File: src/rtl/assert_macros.svh
// Assertion macros shared by the RTL of the least laxity ready queue.
// No dependencies.
`ifndef ASSERT_MACROS_SVH
`define ASSERT_MACROS_SVH

// same-cycle implication
`define ASSERT_IMPL(lbl, clk, rst, ante, cons) \
   lbl: assert property (@(posedge clk) disable iff (rst) (ante) |-> (cons)) \
      else $error("assertion failed");

// next-cycle implication
`define ASSERT_NEXT(lbl, clk, rst, ante, cons) \
   lbl: assert property (@(posedge clk) disable iff (rst) (ante) |=> (cons)) \
      else $error("assertion failed");

`endif

File: src/rtl/llrq_pkg.sv
// Package for the least laxity ready queue: sizes, codes and the
// controller/datapath interface structs. No dependencies.
package llrq_pkg;

   localparam int DEPTH  = 32;
   localparam int ADDR_W = $clog2(DEPTH);
   localparam int CNT_W  = 6;
   localparam int ID_W   = 16;
   localparam int LAX_W  = 32;
   localparam int ENT_W  = ID_W + LAX_W;
   localparam logic [CNT_W-1:0] CAP_RESET = CNT_W'(32);
   localparam logic [CNT_W-1:0] DEPTH_CNT = CNT_W'(DEPTH);

   typedef enum logic [1:0] {
      OP_INSERT = 2'd0,
      OP_REMOVE = 2'd1,
      OP_LEAST  = 2'd2,
      OP_FRONT  = 2'd3
   } opcode_type;

   localparam logic [1:0] STAT_DONE = 2'd0;
   localparam logic [1:0] STAT_FULL = 2'd1;
   localparam logic [1:0] STAT_MISS = 2'd2;

   typedef enum logic [2:0] {
      ST_IDLE,
      ST_EXEC,
      ST_SCAN,
      ST_TAIL,
      ST_POST,
      ST_SHIFT,
      ST_STAIL,
      ST_REPLY
   } ctl_state_type;

   typedef struct packed {
      logic       load;
      logic       scan_init;
      logic       scan_step;
      logic       shift_init;
      logic       shift_step;
      logic       finish;
      logic       with_data;
      logic       count_inc;
      logic       count_dec;
      logic       ins_write;
      logic [1:0] status;
   } dp_cmd_type;

   typedef struct packed {
      opcode_type op;
      logic       empty;
      logic       full;
      logic       idx_zero;
      logic       idx_last;
      logic       found;
      logic       hit_last;
      logic       out_busy;
   } dp_stat_type;

endpackage

File: src/rtl/llrq_ctrl.sv
// Controller FSM of the least laxity ready queue: sequences scan, shift and reply.
// Depends on llrq_pkg.
module llrq_ctrl (
   input  logic                 clock,
   input  logic                 reset,
   input  logic                 req_tvalid,
   output logic                 req_tready,
   input  llrq_pkg::dp_stat_type stat,
   output llrq_pkg::dp_cmd_type  cmd
);
   import llrq_pkg::*;

   ctl_state_type state_ff, state_in;

   always_ff @(posedge clock) begin
      if (reset) begin
         state_ff <= ST_IDLE;
      end else begin
         state_ff <= state_in;
      end
   end

   always_comb begin
      state_in   = state_ff;
      cmd        = '0;
      req_tready = 1'b0;
      unique case (state_ff)
         ST_IDLE: begin
            req_tready = 1'b1;
            if (req_tvalid) begin
               cmd.load = 1'b1;
               state_in = ST_EXEC;
            end
         end
         ST_EXEC: begin
            if (stat.op == OP_INSERT || stat.empty) begin
               state_in = ST_REPLY;
            end else begin
               cmd.scan_init = 1'b1;
               state_in      = ST_SCAN;
            end
         end
         ST_SCAN: begin
            cmd.scan_step = 1'b1;
            if (stat.idx_zero) state_in = ST_TAIL;
         end
         ST_TAIL: begin
            state_in = ST_POST;
         end
         ST_POST: begin
            if (stat.op == OP_REMOVE && stat.found && !stat.hit_last) begin
               cmd.shift_init = 1'b1;
               state_in       = ST_SHIFT;
            end else begin
               state_in = ST_REPLY;
            end
         end
         ST_SHIFT: begin
            cmd.shift_step = 1'b1;
            if (stat.idx_last) state_in = ST_STAIL;
         end
         ST_STAIL: begin
            state_in = ST_REPLY;
         end
         ST_REPLY: begin
            if (!stat.out_busy) begin
               cmd.finish = 1'b1;
               cmd.status = STAT_DONE;
               state_in   = ST_IDLE;
               unique case (stat.op)
                  OP_INSERT: begin
                     if (stat.full) begin
                        cmd.status = STAT_FULL;
                     end else begin
                        cmd.ins_write = 1'b1;
                        cmd.count_inc = 1'b1;
                     end
                  end
                  OP_REMOVE: begin
                     if (stat.found) cmd.count_dec = 1'b1;
                     else cmd.status = STAT_MISS;
                  end
                  OP_LEAST, OP_FRONT: begin
                     if (stat.empty) cmd.status = STAT_MISS;
                     else cmd.with_data = 1'b1;
                  end
                  default: cmd.status = STAT_MISS;
               endcase
            end
         end
         default: state_in = ST_IDLE;
      endcase
   end

endmodule

File: src/rtl/llrq_dp.sv
// Datapath of the least laxity ready queue: entry memory, scan compare,
// shift, count, capacity and result word register. Depends on llrq_pkg.
module llrq_dp (
   input  logic                        clock,
   input  logic                        reset,
   input  llrq_pkg::dp_cmd_type        cmd,
   output llrq_pkg::dp_stat_type       stat,
   input  llrq_pkg::opcode_type        req_op,
   input  logic [llrq_pkg::ID_W-1:0]   req_id,
   input  logic [llrq_pkg::LAX_W-1:0]  req_lax,
   input  logic                        csr_valid,
   input  logic [llrq_pkg::CNT_W-1:0]  csr_cap,
   input  logic                        rsp_ready,
   output logic                        rsp_valid,
   output logic [1:0]                  rsp_status,
   output logic [llrq_pkg::ID_W-1:0]   rsp_id,
   output logic [llrq_pkg::LAX_W-1:0]  rsp_lax,
   output logic                        rsp_empty,
   output logic                        rsp_full,
   output logic [llrq_pkg::CNT_W-1:0]  rsp_count
);
   import llrq_pkg::*;

   logic [ENT_W-1:0] mem [DEPTH];

   opcode_type        op_ff;
   logic [ID_W-1:0]   id_ff;
   logic [LAX_W-1:0]  lax_ff;
   logic [CNT_W-1:0]  count_ff, count_in;
   logic [CNT_W-1:0]  cap_ff;
   logic [CNT_W-1:0]  limit;
   logic [CNT_W-1:0]  last_idx;
   logic [CNT_W-1:0]  idx_ff;
   logic [CNT_W-1:0]  rd_idx_ff;
   logic [CNT_W-1:0]  hit_ff;
   logic              scan_pend_ff, shift_pend_ff;
   logic              first_ff, found_ff;
   logic [ENT_W-1:0]  rdata_ff;
   logic [ENT_W-1:0]  best_ff;
   logic [ID_W-1:0]   rd_id;
   logic [LAX_W-1:0]  rd_lax;
   logic              we;
   logic [ADDR_W-1:0] waddr;
   logic [ENT_W-1:0]  wdata;
   logic              rsp_valid_ff;
   logic [1:0]        status_ff;
   logic [ID_W-1:0]   rid_ff;
   logic [LAX_W-1:0]  rlax_ff;
   logic              empty_ff, full_ff;
   logic [CNT_W-1:0]  rcount_ff;

   assign limit    = (cap_ff < DEPTH_CNT) ? cap_ff : DEPTH_CNT;
   assign last_idx = count_ff - CNT_W'(1);
   assign rd_id    = rdata_ff[ENT_W-1:LAX_W];
   assign rd_lax   = rdata_ff[LAX_W-1:0];

   always_comb begin
      count_in = count_ff;
      if (cmd.count_inc) count_in = count_ff + CNT_W'(1);
      else if (cmd.count_dec) count_in = count_ff - CNT_W'(1);
   end

   // memory write: insert at the tail, or shift one entry down
   always_comb begin
      we    = 1'b0;
      waddr = count_ff[ADDR_W-1:0];
      wdata = {id_ff, lax_ff};
      if (cmd.ins_write) begin
         we = 1'b1;
      end else if (shift_pend_ff) begin
         we    = 1'b1;
         waddr = ADDR_W'(rd_idx_ff - CNT_W'(1));
         wdata = rdata_ff;
      end
   end

   always_ff @(posedge clock) begin
      if (we) mem[waddr] <= wdata;
      rdata_ff <= mem[idx_ff[ADDR_W-1:0]];
   end

   always_ff @(posedge clock) begin
      if (reset) begin
         count_ff      <= '0;
         cap_ff        <= CAP_RESET;
         scan_pend_ff  <= 1'b0;
         shift_pend_ff <= 1'b0;
         rsp_valid_ff  <= 1'b0;
      end else begin
         count_ff      <= count_in;
         scan_pend_ff  <= cmd.scan_step;
         shift_pend_ff <= cmd.shift_step;
         if (csr_valid) cap_ff <= csr_cap;
         if (cmd.finish) rsp_valid_ff <= 1'b1;
         else if (rsp_ready) rsp_valid_ff <= 1'b0;
      end
   end

   always_ff @(posedge clock) begin
      if (cmd.load) begin
         op_ff    <= req_op;
         id_ff    <= req_id;
         lax_ff   <= req_lax;
         first_ff <= 1'b1;
         found_ff <= 1'b0;
      end
      if (cmd.scan_init) begin
         idx_ff <= (op_ff == OP_FRONT) ? '0 : last_idx;
      end else if (cmd.shift_init) begin
         idx_ff <= hit_ff + CNT_W'(1);
      end else if (cmd.scan_step) begin
         idx_ff <= idx_ff - CNT_W'(1);
      end else if (cmd.shift_step) begin
         idx_ff <= idx_ff + CNT_W'(1);
      end
      if (cmd.scan_step || cmd.shift_step) rd_idx_ff <= idx_ff;
      // scan runs newest to oldest: strict less keeps the newest of equals
      if (scan_pend_ff) begin
         first_ff <= 1'b0;
         if (first_ff || $signed(rd_lax) < $signed(best_ff[LAX_W-1:0])) begin
            best_ff <= rdata_ff;
         end
         if (!found_ff && rd_id == id_ff) begin
            found_ff <= 1'b1;
            hit_ff   <= rd_idx_ff;
         end
      end
      if (cmd.finish) begin
         status_ff <= cmd.status;
         rid_ff    <= cmd.with_data ? best_ff[ENT_W-1:LAX_W] : '0;
         rlax_ff   <= cmd.with_data ? best_ff[LAX_W-1:0] : '0;
         empty_ff  <= (count_in == '0);
         full_ff   <= (count_in >= limit);
         rcount_ff <= count_in;
      end
   end

   always_comb begin
      stat.op       = op_ff;
      stat.empty    = (count_ff == '0);
      stat.full     = (count_ff >= limit);
      stat.idx_zero = (idx_ff == '0);
      stat.idx_last = (idx_ff == last_idx);
      stat.found    = found_ff;
      stat.hit_last = (hit_ff == last_idx);
      stat.out_busy = rsp_valid_ff && !rsp_ready;
   end

   assign rsp_valid  = rsp_valid_ff;
   assign rsp_status = status_ff;
   assign rsp_id     = rid_ff;
   assign rsp_lax    = rlax_ff;
   assign rsp_empty  = empty_ff;
   assign rsp_full   = full_ff;
   assign rsp_count  = rcount_ff;

endmodule

File: src/rtl/least_laxity_ready_queue_core.sv
// Order of work: insert, or any word on an empty queue, goes straight to the reply; least
// laxity, remove and front scan the entry memory, and a removal that hits shifts later entries down.
// Handshake: one word at a time; the next is taken in the cycle after the result loads, and a
// result still held by the receiver stalls the reply.
// Reset: synchronous, active high; empties the queue, capacity 32; entry memory not cleared.
// Depends on llrq_pkg, llrq_ctrl, llrq_dp and assert_macros.svh.
`include "assert_macros.svh"
module least_laxity_ready_queue_core (
   input  logic        clock,
   input  logic        reset,
   input  logic        req_tvalid,
   output logic        req_tready,
   input  logic [55:0] req_tdata,   // opcode[1:0], job_id[17:2], laxity[49:18]
   output logic        rsp_tvalid,
   input  logic        rsp_tready,
   output logic [63:0] rsp_tdata,   // status[1:0], found_id[17:2], found_laxity[49:18],
                                    // is_empty[50], is_full[51], job_count[57:52]
   input  logic        csr_tvalid,
   output logic        csr_tready,
   input  logic [7:0]  csr_tdata    // capacity[5:0]
);
   import llrq_pkg::*;

   dp_cmd_type       cmd;
   dp_stat_type      stat;
   logic [1:0]       rsp_status;
   logic [ID_W-1:0]  rsp_id;
   logic [LAX_W-1:0] rsp_lax;
   logic             rsp_empty, rsp_full;
   logic [CNT_W-1:0] rsp_count;

   assign csr_tready = 1'b1;

   llrq_ctrl u_ctrl (
      .clock      (clock),
      .reset      (reset),
      .req_tvalid (req_tvalid),
      .req_tready (req_tready),
      .stat       (stat),
      .cmd        (cmd)
   );

   llrq_dp u_dp (
      .clock      (clock),
      .reset      (reset),
      .cmd        (cmd),
      .stat       (stat),
      .req_op     (opcode_type'(req_tdata[1:0])),
      .req_id     (req_tdata[17:2]),
      .req_lax    (req_tdata[49:18]),
      .csr_valid  (csr_tvalid),
      .csr_cap    (csr_tdata[5:0]),
      .rsp_ready  (rsp_tready),
      .rsp_valid  (rsp_tvalid),
      .rsp_status (rsp_status),
      .rsp_id     (rsp_id),
      .rsp_lax    (rsp_lax),
      .rsp_empty  (rsp_empty),
      .rsp_full   (rsp_full),
      .rsp_count  (rsp_count)
   );

   assign rsp_tdata = {6'd0, rsp_count, rsp_full, rsp_empty, rsp_lax, rsp_id, rsp_status};

   `ASSERT_NEXT(a_one_at_a_time, clock, reset, req_tvalid && req_tready, !req_tready)
   `ASSERT_IMPL(a_count_bound, clock, reset, rsp_tvalid, rsp_count <= DEPTH_CNT)
   `ASSERT_IMPL(a_empty_flag, clock, reset, rsp_tvalid, rsp_empty == (rsp_count == '0))
   `ASSERT_IMPL(a_miss_no_data, clock, reset, rsp_tvalid && rsp_status != STAT_DONE,
                rsp_id == '0 && rsp_lax == '0)

endmodule

File: config.mk
export PLATFORM = sky130hd
export DESIGN_NAME = least_laxity_ready_queue_core
export DESIGN_NICKNAME = d
export VERILOG_FILES = /design/src/rtl/llrq_pkg.sv /design/src/rtl/llrq_ctrl.sv /design/src/rtl/llrq_dp.sv /design/src/rtl/least_laxity_ready_queue_core.sv
export VERILOG_INCLUDE_DIRS = /design/src /design/src/rtl
export SDC_FILE = /design/constraint.sdc
export NUM_CORES = 2
export LEC_CHECK = 0
export BUFFER_PORTS_ARGS = -buffer_cell sky130_fd_sc_hd__buf_2
export CORE_ASPECT_RATIO = 1.1
export CORE_MARGIN = 8
export CORE_UTILIZATION = 40
export DETAILED_ROUTE_END_ITERATION = 6
export PLACE_DENSITY_LB_ADDON = 0.12
export SYNTH_ARGS = -nofsm -noshare
export SYNTH_HDL_FRONTEND = slang
export SYNTH_SLANG_ARGS = --single-unit
File: constraint.sdc
create_clock -name clock -period 6.5 [get_ports clock]
set_clock_uncertainty 0.15 [all_clocks]
set_input_delay 0.65 -clock clock [delete_from_list [all_inputs] [get_ports clock]]
set_output_delay 0.65 -clock clock [all_outputs]
set_load 0.01 [all_outputs]
==> metrics.yaml <==
timing:
  period_needed_ps: 5040
  rsz0062_at_grt: "no"
  maxSlewViolCount: 0
  max_freq_mhz: 198
  finalHoldViolations: 0
  setup_tns_ps: 0
  period_share_pct: 77.5
  tightest_slew_ps: 1230
  hold_slack_ps: 94.1
  setup_viol: 0
  relSlewSlack_pct: 18.2
grt:
  grt_pass1_vias: 33600
  grt_max_degree: 154
  antenna_found_initial: 9
  grt_usage_pct: 18.8
  grt_pass1_wl_um: 249000
  gr-total-overflow: 0
run:
  drv_cap: 0
yosys:
  ys_seq_area_share_pct: 77.0
  synthArstFlopShare_pct: 0
  synthFlopType: "edfxtp_1"
  yosysUniqueCellTypes: 62
  ys_ff_latch: 1778
  avgSynthCellArea_um2: 22.3
  synth_edf_count: 1710
  ys.warnings.count: 0
  synth_area_um2: 68500
  syn-instance-count: 3065
power:
  power_density_nw_per_um2: 403
  vdd_drop_max_uv: 520
  fin_total_pwr_w: 0.0318
  p_leak_nw: 25.2
worst_setup_path:
  cp-start-kind: "flop"
  reg2reg_depth: 10
  slowest_stage: "nor2_4"
  end_kind: "flop"
  arrival_ps: 5340
  reg2reg_slack_ps: 1460
  cpPeakStageDelay_ps: 930
  required_ps: 6800
  crit_fanout: 31
  worstReg2RegStart: "u_dp.count_ff[0]$_SDFF_PP0_"
  path_cells: "inv_1 > ha_1 > nor2b_1 > o21ai_1 > a221oi_4 > and2_1 > nand2_1 > o41a_1 > nor2_4 > buf_12"
  critical_path_class: "reg2reg"
  r2r_end: "u_dp.mem[23][5]$_DFFE_PP_"
clocking:
  numCtsBuffers: 181
  cts_root_buffer: "clkbuf_16"
  cts_sinks: 1778
  cts_max_level: 4
  insertion_delay_ps: 810
  cts_resized: 0
  cts_tree: "built"
  clockBufferDepth: 3
  clk_pin_slew_ps: 60
layout:
  area_growth_syn_to_layout_pct: 15.2
  finalCoreUtilization_pct: 46.3
  fillCellCount: 14200
  finalInstanceArea_um2: 78900
  drive_gt1_share_pct: 29.6
  final_nets: 3480
worst_hold_path:
  min_to: "u_dp.cap_ff[5]$_SDFFE_PP1P_"
  hp-start: "csr_tvalid"
  hold_path_class: "in2reg"
  hold_depth: 2
routing:
  drt-initial-drc-count: 2983
  routed_wl_um: 176000
  viasPerCell: 5.52
  first_pass_iters: 7
  num_vias: 31900
  antenna_left: 0
  drc: 0
  wire_per_inst_um: 30.4
placement:
  place_hpwl_um: 93700
  portBuffers: 120
  place_congestion: 0.780
  placed_cell_area_um2: 72300
die:
  chipWidth_um: 410
  dieArea_um2: 185000
  ios: 136
  core_area_um2: 170000
  initial_utilization_pct: 40.2
  die_h_um: 450
  row_count: 159
run_status:
  outcome: "finished, final reports clean"
[synth_stat cells (3+ instances only)]
cell type	number	area [um^2]
mux2i_1	10	100
nand2b_1	4	25.0
a41oi_1	4	35.0
ha_1	52	651
mux2_2	48	541
nor2_1	62	233
buf_2	42	210
o21ai_0	8	40.0
mux4_2	480	10800
nor3_1	9	45.0
nor2b_1	6	37.5
xor2_1	20	175
and2_1	53	332
edfxtp_1	1710	51300
nand2_1	170	638
a31oi_1	8	50.1
a21oi_1	22	110
nand4_1	7	43.8
nor4_1	8	50.1
a21o_1	17	128
dfxtp_1	68	1360
buf_4	11	82.6
and3_1	9	56.3
o22ai_1	5	31.3
inv_1	46	173
nor4b_1	4	35.0
xnor2_2	3	48.8
buf_1	18	67.6
nand3_1	11	55.1
buf_6	5	56.3
xnor2_1	26	228
nor3b_1	4	30.0
clkbuf_1	77	289
[critical path, delay by kind of cell, from the launching register on]
kind,cells,cell delay (ps)
compound gates,3,1200
fa+ha+maj,1,360
buf+inv,2,600
flops,1,520
simple gates,4,1700
[flip-flops by register name, indices dropped and copies added (netlist names), 2 cells and up]
signal	flops
u_ctrl.state_ff	3
u_dp.best_ff	48
u_dp.cap_ff	6
u_dp.count_ff	6
u_dp.hit_ff	6
u_dp.id_ff	16
u_dp.idx_ff	6
u_dp.lax_ff	32
u_dp.mem	1536
u_dp.op_ff	2
u_dp.rd_idx_ff	6
u_dp.rdata_ff	48
u_dp.rsp_count	6
u_dp.rsp_id	16
u_dp.rsp_lax	32
u_dp.rsp_status	2
[final cells by class]
type / instances / area, um^2 / share of cell area (%)
sequential: 1778 / 52700 / 66.8
multi-input combinational: 1092 / 15200 / 19.3
clock buffer: 226 / 4820 / 6.11
tap: 2254 / 2820 / 3.58
timing repair buffer: 258 / 1950 / 2.47
clock inverter: 116 / 1180 / 1.50
inverter: 47 / 179 / 0.227
antenna: 9 / 22.5 / 0.0286
[power breakdown]
group	switching (W)	total (W)	leakage [nW]	internal [W]
clock	0.00440	0.0104	2.92	0.00605
combinational	0.00385	0.00708	6.39	0.00324
sequential	0.000514	0.0143	15.9	0.0138
[per-stage QoR]
step           std cells  setup slack [ps]
6_report            5780              1460
3_3_place_gp        5367              1210
5_1_grt             5772              1240
4_1_cts             5771              1470
3_5_place_dp        5369              1500
2_1_floorplan       3070               817
[metal layers]
metal / vias up / track usage (%) / wire [um]
li1: 13300 / - / -
met1: 17400 / 25.9 / 75700
met2: 948 / 31.1 / 86600
met3: 223 / 3.53 / 9890
met4: 4 / 4.68 / 3350
met5: - / 0 / 27
[cells by family (layout without fill, tap and decap cells)]
| family | count (synthesis) | in the layout | share of synthesized area [%] |
|---|---|---|---|
| AO/OA/AOI/OAI | 83 | 83 | 0.833 |
| XOR/XNOR | 50 | 50 | 0.693 |
| adder cells (fa/ha/maj) | 53 | 53 | 0.979 |
| buffers and inverters | 200 | 647 | 1.29 |
| flip-flops | 1778 | 1778 | 77.0 |
| multiplexers | 539 | 539 | 16.7 |
| other | 2 | 16 | 0.0110 |
| AND/OR/NAND/NOR | 360 | 360 | 2.48 |
[how the worst max path moves through the flow]
stage,endpoint,slack [ps],start
finish,u_dp.mem[23][5]$_DFFE_PP_,1460,u_dp.count_ff[0]$_SDFF_PP0_
global route,u_dp.mem[23][32]$_DFFE_PP_,1240,u_dp.count_ff[0]$_SDFF_PP0_
CTS,u_dp.mem[8][29]$_DFFE_PP_,1470,u_dp.count_ff[0]$_SDFF_PP0_
detailed placement,u_dp.mem[8][24]$_DFFE_PP_,1500,u_dp.count_ff[0]$_SDFF_PP0_
global placement,u_dp.mem[22][10]$_DFFE_PP_,1210,u_dp.count_ff[0]$_SDFF_PP0_
floorplan,u_dp.best_ff[0]$_DFFE_PP_,820,u_dp.best_ff[10]$_DFFE_PP_
[layout by cell type (no fill, tap or decap), drive strengths merged, types with 4 or more instances in the layout]
cell type    count
nor4             8
mux2            49
mux4           480
o21ai            9
xor2            20
inv             51
xnor2           29
nor2b            6
bufinv          19
and3             9
dlygate4sd3     60
conb             7
nand4            7
ha              52
o22ai            5
diode            9
buf            198
dfxtp           68
clkbuf         226
nand2b           4
clkinv          84
mux2i           10
a31oi            8
nor2            62
nor3b            4
nor4b            4
a21o            17
a21oi           22
edfxtp        1710
nand3           11
nor3            11
and2            53
nand2          170
clkinvlp         9
a41oi            4
[repair_timing]
item	4_1_cts	5_1_grt
hold buffers	60	0
hold endpoints to repair	59	0
setup buffers	0	0
(Power assumes the default switching activity.)
